### src/design/ste_dec_pkg.sv
`timescale 1ns / 1ps

package ste_dec_pkg;

    // Pending prefix after the previous byte.
    typedef enum logic [2:0] {
        ESC_NONE  = 3'b001,
        ESC_AT    = 3'b010,
        ESC_CARET = 3'b100
    } t_esc;

    typedef struct packed {
        logic [7:0] out_byte;
        logic       is_status;
        logic       reversible;
        logic       last;
    } t_res;

    typedef struct packed {
        logic       hit;
        logic [7:0] value;
    } t_code;

    // Zero, one or two results written to the result queue in one cycle.
    typedef struct packed {
        logic [1:0] count;
        t_res       first;
        t_res       second;
    } t_push;

    typedef struct packed {
        t_push push;
        t_esc  esc;
        logic  rev;
    } t_dec;

    localparam logic [7:0] CH_AT       = 8'h40;
    localparam logic [7:0] CH_CARET    = 8'h5E;
    localparam logic [7:0] CH_RPAREN   = 8'h29;
    localparam logic [7:0] CH_DEL      = 8'h7F;
    localparam logic [7:0] CASE_OFFSET = 8'h20;
    localparam logic [7:0] BRACE_SHIFT = 8'h4B;
    localparam logic [7:0] DIGIT_BASE  = 8'h35;

    localparam int OQ_DEPTH = 4;
    localparam int OQ_AW    = 2;
    // Largest fill level at which the queue still has room for two results.
    localparam logic [OQ_AW:0] OQ_ROOM_MAX = (OQ_AW + 1)'(OQ_DEPTH - 2);

    function automatic t_code caret_code(input logic [7:0] c);
        t_code r;
        r.hit   = 1'b1;
        r.value = 8'h00;
        case (c) inside
            [8'h41:8'h5A]: r.value = c + CASE_OFFSET;
            [8'h61:8'h7A]: r.value = c;
            [8'h30:8'h33]: r.value = c + BRACE_SHIFT;
            [8'h35:8'h39]: r.value = c - DIGIT_BASE;
            8'h20: r.value = 8'd13;
            8'h21: r.value = 8'd22;
            8'h22: r.value = 8'd20;
            8'h23: r.value = 8'd16;
            8'h24: r.value = 8'd11;
            8'h25: r.value = 8'd19;
            8'h26: r.value = 8'd23;
            8'h27: r.value = 8'd24;
            8'h28: r.value = 8'd9;
            8'h29: r.value = 8'd10;
            8'h2A: r.value = 8'd7;
            8'h2B: r.value = 8'd5;
            8'h2C: r.value = 8'd14;
            8'h2D: r.value = 8'd6;
            8'h2E: r.value = 8'd15;
            8'h2F: r.value = 8'd8;
            8'h34: r.value = CH_DEL;
            8'h3B: r.value = 8'd31;
            8'h3C: r.value = 8'd26;
            8'h3D: r.value = 8'd12;
            8'h3E: r.value = 8'd27;
            8'h3F: r.value = 8'd25;
            8'h40: r.value = 8'd28;
            8'h5B: r.value = 8'd17;
            8'h5C: r.value = 8'd29;
            8'h5D: r.value = 8'd18;
            8'h5E: r.value = 8'd30;
            8'h5F: r.value = 8'd21;
            default: r.hit = 1'b0;
        endcase
        return r;
    endfunction

    function automatic t_code at_code(input logic [7:0] c);
        t_code r;
        r.hit   = 1'b1;
        r.value = 8'h00;
        case (c)
            8'h41, 8'h61: r.value = CH_AT;
            8'h42, 8'h62: r.value = CH_CARET;
            8'h44, 8'h64: r.value = 8'h3A;
            8'h47, 8'h67: r.value = 8'h60;
            default:      r.hit = 1'b0;
        endcase
        return r;
    endfunction

endpackage

### src/design/ste_dec_in_if.sv
`timescale 1ns / 1ps

interface ste_dec_in_if;
    logic       valid;
    logic       ready;
    logic [7:0] in_byte;
    logic       end_of_input;

    modport source (output valid, output in_byte, output end_of_input, input ready);
    modport sink (input valid, input in_byte, input end_of_input, output ready);
endinterface

### src/design/ste_dec_out_if.sv
`timescale 1ns / 1ps

interface ste_dec_out_if;
    logic       valid;
    logic       ready;
    logic [7:0] out_byte;
    logic       is_status;
    logic       reversible;
    logic       last;

    modport source (
        output valid, output out_byte, output is_status, output reversible, output last,
        input ready
    );
    modport sink (
        input valid, input out_byte, input is_status, input reversible, input last,
        output ready
    );
endinterface

### src/design/ste_dec_decode.sv
`timescale 1ns / 1ps

module ste_dec_decode (
    input  ste_dec_pkg::t_esc i_esc,
    input  logic              i_rev,
    input  logic [7:0]        i_byte,
    input  logic              i_eoi,
    output ste_dec_pkg::t_dec o_dec
);
    import ste_dec_pkg::*;

    logic       pending;
    logic [7:0] prefix;
    t_code      code;

    assign pending = (i_esc == ESC_AT) || (i_esc == ESC_CARET);
    assign prefix  = (i_esc == ESC_AT) ? CH_AT : CH_CARET;
    assign code    = (i_esc == ESC_AT) ? at_code(i_byte) : caret_code(i_byte);

    always_comb begin
        o_dec              = '0;
        o_dec.esc          = ESC_NONE;
        o_dec.rev          = i_rev;
        o_dec.push.count   = 2'd1;
        o_dec.push.first   = '{out_byte: i_byte, is_status: 1'b0, reversible: 1'b0,
                               last: 1'b1};
        o_dec.push.second  = '{out_byte: i_byte, is_status: 1'b0, reversible: 1'b0,
                               last: 1'b1};
        if (i_eoi) begin
            // A dangling prefix is flushed ahead of the status report.
            o_dec.rev = 1'b1;
            if (pending) begin
                o_dec.push.count  = 2'd2;
                o_dec.push.first  = '{out_byte: prefix, is_status: 1'b0, reversible: 1'b0,
                                      last: 1'b0};
                o_dec.push.second = '{out_byte: 8'h00, is_status: 1'b1, reversible: 1'b0,
                                      last: 1'b1};
            end else begin
                o_dec.push.first  = '{out_byte: 8'h00, is_status: 1'b1, reversible: i_rev,
                                      last: 1'b1};
            end
        end else if (pending) begin
            if (!code.hit) begin
                o_dec.rev         = 1'b0;
                o_dec.push.count  = 2'd2;
                o_dec.push.first  = '{out_byte: prefix, is_status: 1'b0, reversible: 1'b0,
                                      last: 1'b0};
            end else begin
                o_dec.push.first.out_byte = code.value;
                if (i_esc == ESC_CARET && i_byte == CH_RPAREN) begin
                    o_dec.rev = 1'b0;
                end
            end
        end else if (i_byte == CH_AT) begin
            o_dec.esc        = ESC_AT;
            o_dec.push.count = 2'd0;
        end else if (i_byte == CH_CARET) begin
            o_dec.esc        = ESC_CARET;
            o_dec.push.count = 2'd0;
        end
    end
endmodule

### src/design/ste_dec_oq.sv
`timescale 1ns / 1ps

module ste_dec_oq (
    input  logic               i_clk,
    input  logic               i_rst_n,
    input  ste_dec_pkg::t_push i_push,
    input  logic               i_pop,
    output ste_dec_pkg::t_res  o_head,
    output logic               o_valid,
    output logic               o_room
);
    import ste_dec_pkg::*;

    t_res              r_mem [OQ_DEPTH];
    logic [OQ_AW-1:0]  r_wr_ptr;
    logic [OQ_AW-1:0]  r_rd_ptr;
    logic [OQ_AW:0]    r_count;
    logic [OQ_AW-1:0]  n_wr_ptr;
    logic [OQ_AW-1:0]  n_rd_ptr;
    logic [OQ_AW:0]    n_count;
    logic [OQ_AW-1:0]  wr_ptr_1;
    logic              do_pop;

    assign o_valid  = (r_count != '0);
    assign o_room   = (r_count <= OQ_ROOM_MAX);
    assign o_head   = r_mem[r_rd_ptr];
    assign do_pop   = i_pop && o_valid;
    assign wr_ptr_1 = r_wr_ptr + 1'b1;

    always_comb begin
        n_wr_ptr = r_wr_ptr + OQ_AW'(i_push.count);
        n_rd_ptr = r_rd_ptr + OQ_AW'(do_pop);
        n_count  = r_count + (OQ_AW + 1)'(i_push.count) - (OQ_AW + 1)'(do_pop);
    end

    always_ff @(posedge i_clk) begin
        if (!i_rst_n) begin
            r_wr_ptr <= '0;
            r_rd_ptr <= '0;
            r_count  <= '0;
        end else begin
            r_wr_ptr <= n_wr_ptr;
            r_rd_ptr <= n_rd_ptr;
            r_count  <= n_count;
        end
    end

    always_ff @(posedge i_clk) begin
        if (i_push.count != 2'd0) begin
            r_mem[r_wr_ptr] <= i_push.first;
        end
        if (i_push.count == 2'd2) begin
            r_mem[wr_ptr_1] <= i_push.second;
        end
    end
endmodule

### src/design/six_twelve_escape_to_ascii_decoder_core.sv
`timescale 1ns / 1ps

// Channel | Dir | Payload                                  | Handshake
// i_in    | in  | in_byte[7:0], end_of_input               | valid/ready
// o_out   | out | out_byte[7:0], is_status, reversible, last | valid/ready
//
// One input request per cycle while the input is not stalled; a result passes the input register, then the queue.
// A request that yields two results writes both to the queue at once; the output presents them in turn.
// Input register feeds the decode, which writes a four-entry result queue.
// Input stalls only while the queue holds more than two results.
// Synchronous reset empties the pipeline and re-arms the reversible flag.
module six_twelve_escape_to_ascii_decoder_core (
    input  logic          i_clk,
    input  logic          i_rst_n,
    ste_dec_in_if.sink    i_in,
    ste_dec_out_if.source o_out
);
    import ste_dec_pkg::*;

    logic       r_in_valid;
    logic [7:0] r_in_byte;
    logic       r_in_eoi;
    t_esc       r_esc;
    logic       r_rev;
    logic       n_in_valid;

    logic       in_take;
    logic       stage_go;
    logic       oq_room;
    logic       oq_valid;
    t_dec       dec;
    t_push      push;
    t_res       head;

    assign in_take     = i_in.valid && i_in.ready;
    assign stage_go    = r_in_valid && oq_room;
    assign i_in.ready  = !r_in_valid || oq_room;
    assign n_in_valid  = in_take || (r_in_valid && !stage_go);

    always_ff @(posedge i_clk) begin
        if (!i_rst_n) begin
            r_in_valid <= 1'b0;
            r_esc      <= ESC_NONE;
            r_rev      <= 1'b1;
        end else begin
            r_in_valid <= n_in_valid;
            if (stage_go) begin
                r_esc <= dec.esc;
                r_rev <= dec.rev;
            end
        end
    end

    always_ff @(posedge i_clk) begin
        if (in_take) begin
            r_in_byte <= i_in.in_byte;
            r_in_eoi  <= i_in.end_of_input;
        end
    end

    ste_dec_decode u_decode (
        .i_esc  (r_esc),
        .i_rev  (r_rev),
        .i_byte (r_in_byte),
        .i_eoi  (r_in_eoi),
        .o_dec  (dec)
    );

    always_comb begin
        push       = dec.push;
        push.count = stage_go ? dec.push.count : 2'd0;
    end

    ste_dec_oq u_oq (
        .i_clk   (i_clk),
        .i_rst_n (i_rst_n),
        .i_push  (push),
        .i_pop   (o_out.ready),
        .o_head  (head),
        .o_valid (oq_valid),
        .o_room  (oq_room)
    );

    assign o_out.valid      = oq_valid;
    assign o_out.out_byte   = head.out_byte;
    assign o_out.is_status  = head.is_status;
    assign o_out.reversible = head.reversible;
    assign o_out.last       = head.last;
endmodule

### src/flat_wrapper.sv
// flat-port wrapper written by rule: the top's interface ports become plain ports
module six_twelve_escape_to_ascii_decoder_core_flat import ste_dec_pkg::*;
  (i_clk, i_rst_n, i_in_valid, i_in_in_byte, i_in_end_of_input, i_in_ready, o_out_valid, o_out_out_byte, o_out_is_status, o_out_reversible, o_out_last, o_out_ready);
  ste_dec_in_if i_in_i ();
  ste_dec_out_if o_out_i ();
  input  logic i_clk;
  input  logic i_rst_n;
  input wire logic [$bits(i_in_i.valid)-1:0] i_in_valid;
  input wire logic [$bits(i_in_i.in_byte)-1:0] i_in_in_byte;
  input wire logic [$bits(i_in_i.end_of_input)-1:0] i_in_end_of_input;
  output wire logic [$bits(i_in_i.ready)-1:0] i_in_ready;
  output wire logic [$bits(o_out_i.valid)-1:0] o_out_valid;
  output wire logic [$bits(o_out_i.out_byte)-1:0] o_out_out_byte;
  output wire logic [$bits(o_out_i.is_status)-1:0] o_out_is_status;
  output wire logic [$bits(o_out_i.reversible)-1:0] o_out_reversible;
  output wire logic [$bits(o_out_i.last)-1:0] o_out_last;
  input wire logic [$bits(o_out_i.ready)-1:0] o_out_ready;
  assign i_in_i.valid = i_in_valid;
  assign i_in_i.in_byte = i_in_in_byte;
  assign i_in_i.end_of_input = i_in_end_of_input;
  assign i_in_ready = i_in_i.ready;
  assign o_out_valid = o_out_i.valid;
  assign o_out_out_byte = o_out_i.out_byte;
  assign o_out_is_status = o_out_i.is_status;
  assign o_out_reversible = o_out_i.reversible;
  assign o_out_last = o_out_i.last;
  assign o_out_i.ready = o_out_ready;
  six_twelve_escape_to_ascii_decoder_core u_core (.i_clk(i_clk), .i_rst_n(i_rst_n), .i_in(i_in_i), .o_out(o_out_i));
endmodule
### config.mk
export PLATFORM = sky130hd
export DESIGN_NAME = six_twelve_escape_to_ascii_decoder_core_flat
export DESIGN_NICKNAME = d
export VERILOG_FILES = /design/src/design/ste_dec_pkg.sv /design/src/design/ste_dec_in_if.sv /design/src/design/ste_dec_out_if.sv /design/src/design/ste_dec_decode.sv /design/src/design/ste_dec_oq.sv /design/src/design/six_twelve_escape_to_ascii_decoder_core.sv /design/src/flat_wrapper.sv
export SDC_FILE = /design/constraint.sdc
export NUM_CORES = 1
export LEC_CHECK = 0
export BUFFER_PORTS_ARGS = -buffer_cell sky130_fd_sc_hd__buf_2
export CAP_MARGIN = 40
export CORE_UTILIZATION = 45
export DETAILED_ROUTE_END_ITERATION = 10
export GPL_TIMING_DRIVEN = 0
export PLACE_DENSITY = 0.61
export SYNTH_ARGS = -nofsm -noshare
export SYNTH_HDL_FRONTEND = slang
export SYNTH_SLANG_ARGS = --single-unit
### constraint.sdc
create_clock -name i_clk -period 5 [get_ports i_clk]
set_input_delay 0.5 -clock i_clk [delete_from_list [all_inputs] [get_ports i_clk]]
set_output_delay 0.5 -clock i_clk [all_outputs]
set_load 0.01 [all_outputs]
==> results by group <==
Logic synthesis
  • Yosys warnings: 0
  • Count leader, synth: nand2_1
  • Main synth FF type: edfxtp_1
  • Leading area contributor after synthesis: edfxtp_1
  • EDFF count, synth: 45
  • Post-Syn Area: 4364 sq um
  • Mapped Cells: 474
  • Top cell type's share of synthesized area: 30.96%
  • Top cells by area, synth: edfxtp_1 (31%), dfxtp_1 (9.2%), mux4_2 (5.7%), o21ai_0 (4.6%), nand2_1 (4.6%)
  • Post-synthesis sequential area ratio: 40.14%
  • Net count after synthesis: 500
  • Yosys cell types: 72
  • Fraction of registers with async set/reset: 0%
  • Synth cell count leaders: nand2_1 (53), edfxtp_1 (45), o21ai_0 (40)
  • Post-Syn Area per Cell: 9.207 sq um
  • #FFs+latches synth: 65

CTS
  • Number of buffers created by CTS: 9
  • CTS HTree Levels: 3
  • Clk root buf: clkbuf_8
  • Clock transition at path regs: 0.08 ns
  • Worst skew pair latency: 0.35 ns
  • Clk buf depth: 2
  • CTS tree: yes
  • Hold_buf cts: 0
  • Clk sinks: 65

Detailed routing
  • Vias/cell: 6.269
  • Routed wire length: 12.79 mm
  • Drt drc: 0
  • 1st-iter DRT viols: 418
  • Routed length per placed instance: 19.64 microns
  • Via count: 4081
  • Post-route antenna net violation count: 0
  • Number of detailed-route iterations in the first pass: 5

STA
  • Peak Freq: 215.9 MHz
  • Setup violations, final: 0
  • WHS: 0.3270 ns
  • Pins Over Slew Limit: 0
  • Worst Tran Pin Value: 0.8432 ns
  • Setup_tns: 0 ns
  • Final min period: 4.633 ns
  • Worst setup margin: 0.3673 ns
  • Slew headroom: 43.35%
  • Max Clock Skew: 0.01212 ns
  • Final hold vios: 0
  • RSZ-0062 raised after global routing: false
  • Final period utilization: 92.65%

Power and ir drop
  • VDD IR-drop max: 0.2572 mV
  • PwrDens: 348.8 nW/um^2
  • PnR Total Power: 1.722 mW
  • Static Leak: 1.780 nW

Floorplanning
  • Die width: 100.5 microns
  • Die area: 10100 sq um
  • Row count: 35
  • DIE HEIGHT: 100.5 microns
  • Io pins: 26
  • Initial Util: 46.79%
  • Core area: 9328 sq um

Placement
  • Placed cell area: 4673 sq um
  • Post-detail-place hpwl: 9.372 mm
  • I/O Buffers: 25
  • Inst Count DP: 630
  • Final Wtd Congestion: 0.9683
  • Pre-CTS WS: 0.2761 ns

GRT
  • Initial antenna violation count: 0
  • GRT Util Overall: 26.66%
  • Total grt overflow: 0
  • Vias in the first global route: 3815
  • First-pass GRT wire length: 20.29 mm
  • Largest net degree at the start of global routing: 14

Worst setup path
  • Startpoint type of the worst setup path: flop
  • Critical path class: flop to flop
  • Critical Path RT: 5.24 ns
  • Worst Path Arrival: 4.87 ns
  • Crit end category: flop
  • Crit-path max FO: 10

Final layout
  • Layout area overhead: 13.16%
  • ANT cells: 0
  • Final core occ: 52.94%
  • Number of fillers in the final layout: 858
  • Layout Cells excl Fill: 651
  • Fin nets: 543
  • Share of layout cells above drive strength 1: 16.48%
  • Fin area: 4938 sq um

Worst hold path
  • Type of the worst min-delay path: input pin to flop

Flow run
  • Max_cap viols: 0

Run status
  • Outcome: finished clean
area by class of cell:
class                   instances  area, sq um  share of cell area (%)
plain buffers                  30        130.1                   2.635
clock buffers                   9        123.9                   2.508
clock inverters                 7        100.1                   2.027
inverters                      18        67.56                   1.368
multi-input cells             361         2419                   48.97
flip-flops and latches         65         1752                   35.47
well taps                     129        161.4                   3.268
repair buffers                 32        185.2                   3.750
worst paths after layout:
check / start / to / slack, ns / cells after the start
max: u_core.r_in_byte[1] / u_core.u_oq.r_count[2] / 0.37 / 18
min: i_in_in_byte[3] / u_core.r_in_byte[3] / 0.33 / 1
max reg2reg: u_core.r_in_byte[1] / u_core.u_oq.r_count[2] / 0.37 / 18
min reg2reg: u_core.u_oq.r_mem[3][0] / u_core.u_oq.r_mem[3][0] / 0.47 / 2
timing repair:
| action | CTS | global route |
|---|---|---|
| buffers inserted | 0 | 5 |
| resized for setup | 0 | 1 |
| endpoints found under the setup margin | 0 | 1 |
flip-flops by register name, indices dropped and copies added (netlist names):
register	count
u_core.r_rev	1
u_core.u_oq.r_wr_ptr	2
u_core.r_in_byte	8
u_core.r_in_valid	1
u_core.u_oq.r_count	3
u_core.u_oq.r_rd_ptr	2
u_core.r_in_eoi	1
u_core.u_oq.r_mem	44
u_core.r_esc	3
cells by family (layout without fill, tap and decap cells):
kind of cell / after synthesis / after routing / synth area share, %
AOI/OAI and AO/OA: 153 / 153 / 23.11
DFF: 65 / 65 / 40.14
buffers and inverters: 48 / 96 / 4.530
xor gates and xnor gates: 7 / 7 / 1.405
adders and majority gates: 13 / 13 / 3.899
muxes: 12 / 12 / 5.906
and+or+nand+nor: 176 / 176 / 21.01
cell usage in the layout (no fill, tap or decap), types with 3 or more instances in the layout:
cell type  instances
xnor2_1            6
nand3b_1           3
nand2_2            3
o211ai_1           3
a2111oi_0          3
buf_1              4
inv_1             18
dfxtp_1           20
nor3_1             8
nand3_1           13
o21ai_0           40
inv_6              3
buf_4              8
o32ai_1            6
o2bb2ai_1          6
a31oi_1            3
clkbuf_8           9
edfxtp_1          45
a22o_1             4
o22ai_1           20
nor2b_1           11
and2_1            13
ha_1              12
a21boi_0           7
nand2_1           53
nand2b_1          12
mux4_2            11
nor2_1            36
buf_2             33
clkbuf_1          16
a21oi_1           27
per-layer routing:
layer,vias to the layer above,GRT usage (%),wire length (microns)
met1,1935,37.80,5480
met2,245,39.30,5696
li1,1870,-,-
met3,31,6.172,1290
met4,0,10.81,320
met5,-,0,0
critical path, stage by stage (launching register included):
cell and delay, ns:
edfxtp_1 0.37, clkbuf_1 0.36, inv_1 0.15, ha_1 0.20
buf_2 0.18, o21ai_2 0.24, o21ai_1 0.10, a221o_1 0.39
or4b_4 0.56, o211a_1 0.23, buf_2 0.18, nor3_4 0.31
inv_1 0.08, ha_1 0.27, inv_1 0.05, fa_1 0.42
xnor2_1 0.20, xnor2_1 0.08, and2_1 0.15
power breakdown:
group          internal (mW)  switching, mW
Clock                  0.286          0.223
Sequential             0.639         0.0401
Combinational          0.231          0.305
No activity file was read; power rests on OpenSTA's default activity.
